<file path="config.mk">
export PLATFORM = sky130hd
export DESIGN_NAME = pma_cell
export DESIGN_NICKNAME = d
export VERILOG_FILES = /design/src/sv/pma_pkg.sv /design/src/sv/pma_cell.sv
export SDC_FILE = /design/constraint.sdc
export NUM_CORES = 1
export LEC_CHECK = 0
export BUFFER_PORTS_ARGS = -buffer_cell sky130_fd_sc_hd__clkbuf_2
export CAP_MARGIN = 10
export CORE_UTILIZATION = 35
export DETAILED_ROUTE_END_ITERATION = 12
export MAX_ROUTING_LAYER = met4
export PLACE_DENSITY_LB_ADDON = 0.2
export SETUP_SLACK_MARGIN = 0.4
export SLEW_MARGIN = 20
export SYNTH_ARGS = -nofsm -noshare
export SYNTH_HDL_FRONTEND = slang
export SYNTH_SLANG_ARGS = --single-unit
</file>
<file path="constraint.sdc">
create_clock -name clk_i -period 9.3 [get_ports clk_i]
set_input_delay 0.93 -clock clk_i [delete_from_list [all_inputs] [get_ports clk_i]]
set_output_delay 0.93 -clock clk_i [all_outputs]
set_load 0.1 [all_outputs]
</file>
<file path="src/sv/pma_pkg.sv">
package pma_pkg;

  localparam int unsigned MAX_DEGREE  = 15;
  localparam int unsigned COEFF_WIDTH = 32;
  localparam int unsigned DEPTH       = MAX_DEGREE + 1;
  localparam int unsigned SIDX_W      = $clog2(DEPTH);

  // Fixed field widths of the channels and registers
  localparam int unsigned DEG_W      = 4;
  localparam int unsigned IDX_W      = 4;
  localparam int unsigned OUT_W      = 32;
  localparam int unsigned RIDX_W     = 5;
  localparam int unsigned CFG_IDX_W  = 1;
  localparam int unsigned CFG_DATA_W = 4;

  // Run counter spans the product length plus the product and partial-sum registers of the cells
  localparam int unsigned CNT_W = $clog2(2 * MAX_DEGREE + 3);

  typedef logic [COEFF_WIDTH-1:0] coeff_t;

  typedef enum logic [1:0] {
    ACT_LOAD_A = 2'd0,
    ACT_LOAD_B = 2'd1,
    ACT_MUL    = 2'd2,
    ACT_ADD    = 2'd3
  } action_e;

  typedef enum logic [CFG_IDX_W-1:0] {
    REG_DEGREE_A = 1'b0,
    REG_DEGREE_B = 1'b1
  } cfg_reg_e;

  typedef enum logic [1:0] {
    ST_IDLE,
    ST_MUL,
    ST_ADD
  } state_e;

  typedef struct packed {
    action_e                 action;
    logic [IDX_W-1:0]        index;
    logic signed [OUT_W-1:0] coeff_in;
  } in_item_t;

  typedef struct packed {
    logic [RIDX_W-1:0]       result_index;
    logic signed [OUT_W-1:0] result_coeff;
    logic                    last;
  } out_item_t;

  typedef struct packed {
    logic adv;
    logic clr;
  } cell_ctrl_t;

  function automatic logic [DEG_W-1:0] sat_degree(logic [CFG_DATA_W-1:0] v);
    logic [DEG_W-1:0] d;
    d = DEG_W'(v);
    if (int'(d) > MAX_DEGREE) begin
      d = DEG_W'(MAX_DEGREE);
    end
    return d;
  endfunction

endpackage

</file>
<file path="src/sv/pma_cell.sv">
// One tap of the transposed convolution row: holds a coefficient of A,
// multiplies the broadcast B term and adds into the partial sum passed left.
module pma_cell (
  input  logic                clk_i,
  input  logic                rst_ni,
  input  pma_pkg::cell_ctrl_t ctrl_i,
  input  logic                use_i,
  input  logic                ld_i,
  input  pma_pkg::coeff_t     ld_val_i,
  input  pma_pkg::coeff_t     x_i,
  input  pma_pkg::coeff_t     sum_i,
  output pma_pkg::coeff_t     sum_o,
  output pma_pkg::coeff_t     coef_o
);

  pma_pkg::coeff_t coef_q;
  pma_pkg::coeff_t prod_d, prod_q;
  pma_pkg::coeff_t sum_d, sum_q;

  always_ff @(posedge clk_i or negedge rst_ni) begin
    if (!rst_ni) begin
      coef_q <= '0;
    end else if (ld_i) begin
      coef_q <= ld_val_i;
    end
  end

  // taps above the configured degree contribute nothing
  assign prod_d = use_i ? pma_pkg::coeff_t'(coef_q * x_i) : '0;
  assign sum_d  = prod_q + sum_i;

  always_ff @(posedge clk_i) begin
    if (ctrl_i.clr) begin
      prod_q <= '0;
      sum_q  <= '0;
    end else if (ctrl_i.adv) begin
      prod_q <= prod_d;
      sum_q  <= sum_d;
    end
  end

  assign sum_o  = sum_q;
  assign coef_o = coef_q;

endmodule

</file>
==> results of run 1 <==
stage by stage:
step / util / cell area, sq um / worst slack (ps) / hold slack (ps)
3_5_place_dp: 0.381 / 22000 / 1160 / 469
4_1_cts: 0.386 / 22300 / 1580 / 479
3_3_place_gp: 0.381 / 22000 / 1320 / 459
2_1_floorplan: - / 20500 / 1640 / 430
6_report: 0.387 / 22300 / 1530 / 481
5_1_grt: 0.386 / 22300 / 1210 / 503
state kept, by name, indices dropped and copies added (netlist names):
name,flops
sum_o,32
prod_q,32
coef_o,32
cells by family after synthesis:
| logic type | after synthesis |
|---|---|
| xor+xnor | 104 |
| buf+inv | 505 |
| simple gates | 709 |
| compound gates | 206 |
| flops | 96 |
| mux | 46 |
| fa+ha+maj | 563 |
cell usage after synthesis (7+ instances only):
master    instances  area (sq um)
and2_1          311          1950
a21o_1           24           180
dfrtp_1          32           801
and3_1            7          43.8
a22oi_1          11          82.6
fa_1            409          8190
nand4_1           8          50.1
a21oi_1          62           310
inv_1           395          1480
nor2_1           72           270
mux2_2           32           360
o21a_1            7          52.6
o21ai_0          32           160
nor2b_1          10          62.6
dfxtp_1          64          1280
ha_1            154          1930
a211oi_1          7          52.6
nand2_1         261           980
nor3_1            9          45.0
a22o_1           11          96.3
xor2_1           23           201
mux2i_1          14           140
xnor2_1          81           709
nand3_1          12          60.1
a31oi_1           7          43.8
clkbuf_1        104           390
path summary, 6_finish.rpt:
kind | start | endpoint | slack [ps] | cells after the start
min in group asynchronous | rst_ni | coef_o[18] | 640 | 1
setup reg to reg | coef_o[7] | prod_q[31] | 1530 | 25
setup / recovery | coef_o[7] | prod_q[31] | 1530 | 25
hold / removal | prod_q[0] | prod_q[0] | 480 | 2
hold reg to reg | prod_q[0] | prod_q[0] | 480 | 2
max in group asynchronous | rst_ni | coef_o[2] | 8110 | 1
layout by cell type (no fill, tap or decap), drive strengths merged, types with 4 or more instances in the layout:
cell,netlist,final
xnor2,81,81
a21boi,4,4
a211oi,7,7
nand4,8,8
and3,7,7
dfxtp,64,64
nor2,72,72
o31ai,5,5
nand2,261,261
a2111oi,4,4
a31oi,7,7
dfrtp,32,32
fa,409,409
nand3,12,12
o211ai,6,6
inv,395,399
a21o,24,24
mux2i,14,14
diode,0,4
and2,311,311
a22o,11,11
o22ai,4,4
nor2b,10,10
o21a,7,7
o21bai,5,5
a21oi,63,63
ha,154,154
buf,6,20
a22oi,11,11
mux2,32,32
clkbuf,104,174
o21ai,32,32
xor2,23,23
nor3,9,9
worst min-delay path, cell delays in order (launching register included):
cell	delay (ps)
dfxtp_1	320
nand2_1	70
a21oi_1	50
metal layers:
layer	vias to the layer above	GRT usage
met5	-	-
li1	6980	-
met4	0	0.0664
met2	334	0.346
met3	99	0.0260
met1	7771	0.269
cell type report:
class | count | area [sq um] | share of cell area
clock buffers | 9 | 225 | 0.0101
clock inverters | 7 | 95.1 | 0.00426
repair buffers | 185 | 976 | 0.0437
multi-input cells | 1628 | 16500 | 0.739
diodes | 4 | 10.0 | 0.000448
inverters | 395 | 1480 | 0.0664
flip-flops and latches | 96 | 2080 | 0.0932
well taps | 765 | 957 | 0.0428
==> out/qor.yml, run 1 <==
synth_compound_area_frac: 0.0680
min_period_over_period: 0.835
cts_setup_buffers: 0
vias_per_cell: 4.92
fp.coreArea_sq_um: 57800
clock_path_buffers: 2
ios: 166
synthMuxAreaShare: 0.0244
tns_ps: 0
synth_xor_area_frac: 0.0444
synth_top_family_by_area: "adder cells"
slew_viol_final: 0
cts_resized: 0
clock_skew_ps: 9.31
fmax_mhz: 129
numCtsBuffers: 9
syn_area_sq_um: 20500
syn2layout_area_growth_pct: 9.03
drv_cap: 0
grt_pass1_wl_mm: 93.4
io_buffers: 165
synth_ff_type: "dfxtp_1"
track_usage: 0.210
cts_tree: "built"
path_buf_inv: 6
syn-instance-count: 2229
fillCellCount: 5846
synth_enable_flop_cells: 0
drc: 0
wl_met3_mm: 2.16
drtAntennaViolNets: 0
worstPathMaxFanout: 16
critPathRequiredTime_ps: 9580
die-width_microns: 244
synthesis.nets: 2894
cts_sinks: 96
htreeDepth: 3
async_flop_share: 0.333
synth.distinct_cells: 56
routed_wl_mm: 58.6
met1_length_mm: 26.4
layout.nets: 2980
dp_hpwl_mm: 47.6
rsz0062_at_grt: "no"
crit_top_cell: "fa_1"
crit_type: "register to register"
num_vias: 15184
initial_core_util: 0.355
synthAdderAreaFrac: 0.494
die-area_sq_um: 59500
relSlewSlack: 0.258
start_kind: "register"
syn_avg_cell_area_sq_um: 9.19
top_layer_used: "met4"
grt_overflow: 0
grt_pass1_vias: 16578
grt_max_degree: 57
path_clk_slew_ps: 80
die_y_microns: 244
ys_seq_area_frac: 0.102
yosys_warnings: 0
clk_latency_ps: 390
outcome: "complete, no violations"
fin_crit_ps: 7770
hold_class: "register to register"
tightest_slew_ps: 1110
place_congestion: 0.906
cp.arrival_ps: 8050
placed_cells: 3069
fp-row-count: 88
setup_violations: 0
drt_pass1_iterations: 5
cpPeakStageDelay_ps: 1000
hold_violations: 0
routedWlPerCell_microns: 19.0
cts_root_buf: "clkbuf_16"
first_iter_violations: 778
ctsHoldBuffers: 0
critPathSlowestCell: "dfrtp_1"
drive_gt1_frac: 0.104
met2_length_mm: 28.2
final_cells: 3089
ys_ff_latch: 96
synthSimpleGateAreaFrac: 0.176
endpoint_kind: "register"
path_delay_family: "adder cells"
antenna_found_initial: 3
Power of run 1 is not shown: default switching activity piles up to over one toggle a cycle in this logic, so the estimate is an artifact.
==> run 2, diff against run 1 <==
Settings changed: ABC_AREA from default to 1.
Clock period 9.3 ns to 6.7 ns, I/O delays scaled along.
==> run 2 against run 1 <==
Net effect:
- via count grew 24%
- global-route usage rose by 2.8 points
- first-iteration DRC count is 8.6% higher
- maximum frequency rose by 17%
- sequential cell count did not move
- synthesized cell count grew 30%
- routed wire length up 22%
- hold slack got worse by 89 ps
- critical endpoint is now prod_q[29]
==> out/qor.yml, run 2 <==
drtAntennaViolNets: 0
setup_violations: 0
ys_seq_area_frac: 0.0954
cts_root_buf: "clkbuf_16"
utilization: 0.429
fp.coreArea_sq_um: 61700
yosysTopAreaCell: "fa_1"
r2r-end: "prod_q[29]"
htreeDepth: 3
initial_core_util: 0.354
first_iter_violations: 845
crit_end: "prod_q[29]"
die-width_microns: 252
syn2layout_area_growth_pct: 21.2
synthesis.nets: 3570
cp.arrival_ps: 6880
layout_commonest_cell: "inv_1"
syn_avg_cell_area_sq_um: 7.51
place_congestion: 0.928
r2r_cells: 23
r2r_slack_ps: 70
fin_crit_ps: 6630
grt_max_degree: 55
drc: 0
grt_pass1_vias: 20137
syn-instance-count: 2905
fillCellCount: 6404
clock_path_buffers: 2
cts_tree: "built"
synth_top_area_frac: 0.375
synth_enable_flop_cells: 0
met1_usage: 0.275
drv_cap: 0
critical_path.startpoint: "coef_o[11]"
use_met2: 0.428
met3_usage: 0.0211
clk_latency_ps: 410
hold_class: "primary input to async pin"
outcome: "complete, no violations"
synthTopCellsByCount: "inv_1, nand2_1, fa_1"
top_usage_layer: "met2"
drt_pass1_iterations: 5
die_y_microns: 252
hold_ws_ps: 392
antenna_found_initial: 1
routed_wl_mm: 71.5
synthTopCellsByArea: "fa_1, inv_1, nand2_1"
tightest_slew_ps: 1010
timing.final.ws_setup_ps: 70.0
path_clk_slew_ps: 100
clock_skew_ps: 22.8
yosys_warnings: 0
place_ws_ps: -606
num_vias: 18824
cts_sinks: 96
min_period_over_period: 0.990
ios: 166
most-common-layout-cells: "inv_1, nand2_1, fa_1"
dp_hpwl_mm: 58.1
die-area_sq_um: 63400
syn_area_sq_um: 21800
rsz0062_at_grt: "yes"
synth_most_common_cell: "inv_1"
async_flop_share: 0.333
io_buffers: 165
ys_ff_latch: 96
routedWlPerCell_microns: 17.8
ctsHoldBuffers: 0
worstPathMaxFanout: 8
fp-row-count: 91
grt_pass1_wl_mm: 112
endpoint_kind: "register"
drive_gt1_frac: 0.201
layout.nets: 3838
slew_viol_final: 0
critPathRequiredTime_ps: 6950
crit-reg2reg-launch: "coef_o[11]"
grt_overflow: 0
synth_ff_type: "dfxtp_1"
start_kind: "register"
vias_per_cell: 4.69
synth.distinct_cells: 47
fmax_mhz: 151
track_usage: 0.238
crit_type: "register to register"
hold_violations: 0
numCtsBuffers: 9
relSlewSlack: 0.323
## run 2: kinds of logic (layout without fill, tap and decap cells)
logic type / Yosys count / after routing / share of synthesized area
compound gates: 256 / 256 / 0.0666
xor+xnor: 40 / 40 / 0.0167
fa+ha+maj: 563 / 563 / 0.463
buf+inv: 951 / 1224 / 0.166
flops: 96 / 96 / 0.0954
mux: 32 / 32 / 0.0165
other cells: 0 / 1 / 0
simple gates: 967 / 967 / 0.175
## run 2: what timing repair did
| item | in CTS | in global routing |
|---|---|---|
| setup endpoints to repair | 14 | 18 |
| resized for setup | 70 | 129 |
| setup buffers | 41 | 17 |
| pin swaps | 27 | 63 |
## run 2: per-layer routing
layer | wire (microns) | share of wire
met4 | 3040 | 0.042
met1 | 28700 | 0.40
met3 | 2690 | 0.038
met5 | 0 | 0
met2 | 37000 | 0.52
## run 2: layout make-up
| type | count | area (sq um) | share of cell area |
|---|---|---|---|
| Antenna cell | 1 | 2.50 | 0.0000946 |
| Tap cell | 837 | 1050 | 0.0396 |
| Sequential cell | 96 | 2170 | 0.0819 |
| Clock inverter | 7 | 81.3 | 0.00308 |
| Inverter | 822 | 3090 | 0.117 |
| Timing Repair Buffer | 386 | 2930 | 0.111 |
| Multi-Input combinational cell | 1858 | 16900 | 0.639 |
| Clock buffer | 9 | 225 | 0.00852 |
## run 2: per-stage QoR
step	area (sq um)	TNS, ps	cells
6_report	26400	0	4016
5_1_grt	26400	-671	4016
4_1_cts	25800	0	3998
3_5_place_dp	24800	-4030	3941
3_3_place_gp	24800	-3210	3941
2_1_floorplan	22200	0	2905
## run 2: how the worst min path moves through the flow
| stage | slack, ps | depth (start not counted) | start | to |
|---|---|---|---|---|
| 3_3_place_gp | 470 | 2 | prod_q[27] | prod_q[27] |
| 6_report | 390 | 1 | rst_ni | coef_o[23] |
| 4_1_cts | 420 | 1 | rst_ni | coef_o[23] |
| 2_1_floorplan | 370 | 0 | rst_ni | coef_o[0] |
| 3_5_place_dp | 470 | 2 | prod_q[27] | prod_q[27] |
| 5_1_grt | 450 | 1 | rst_ni | coef_o[23] |
## run 2: critical path, stage by stage (launching register included)
cell,delay [ps]
dfrtp_4,500
buf_12,150
buf_4,150
nand2_1,60
inv_1,40
fa_1,480
inv_1,60
fa_1,480
fa_1,530
fa_1,560
inv_1,60
fa_1,550
fa_1,430
fa_1,540
fa_1,460
ha_4,340
nand2_1,130
nor3_2,260
nand4_1,170
nand3_2,110
a21o_1,130
a21oi_1,50
o21ai_0,120
a21oi_1,80
Power of run 2 is left out for the same reason.
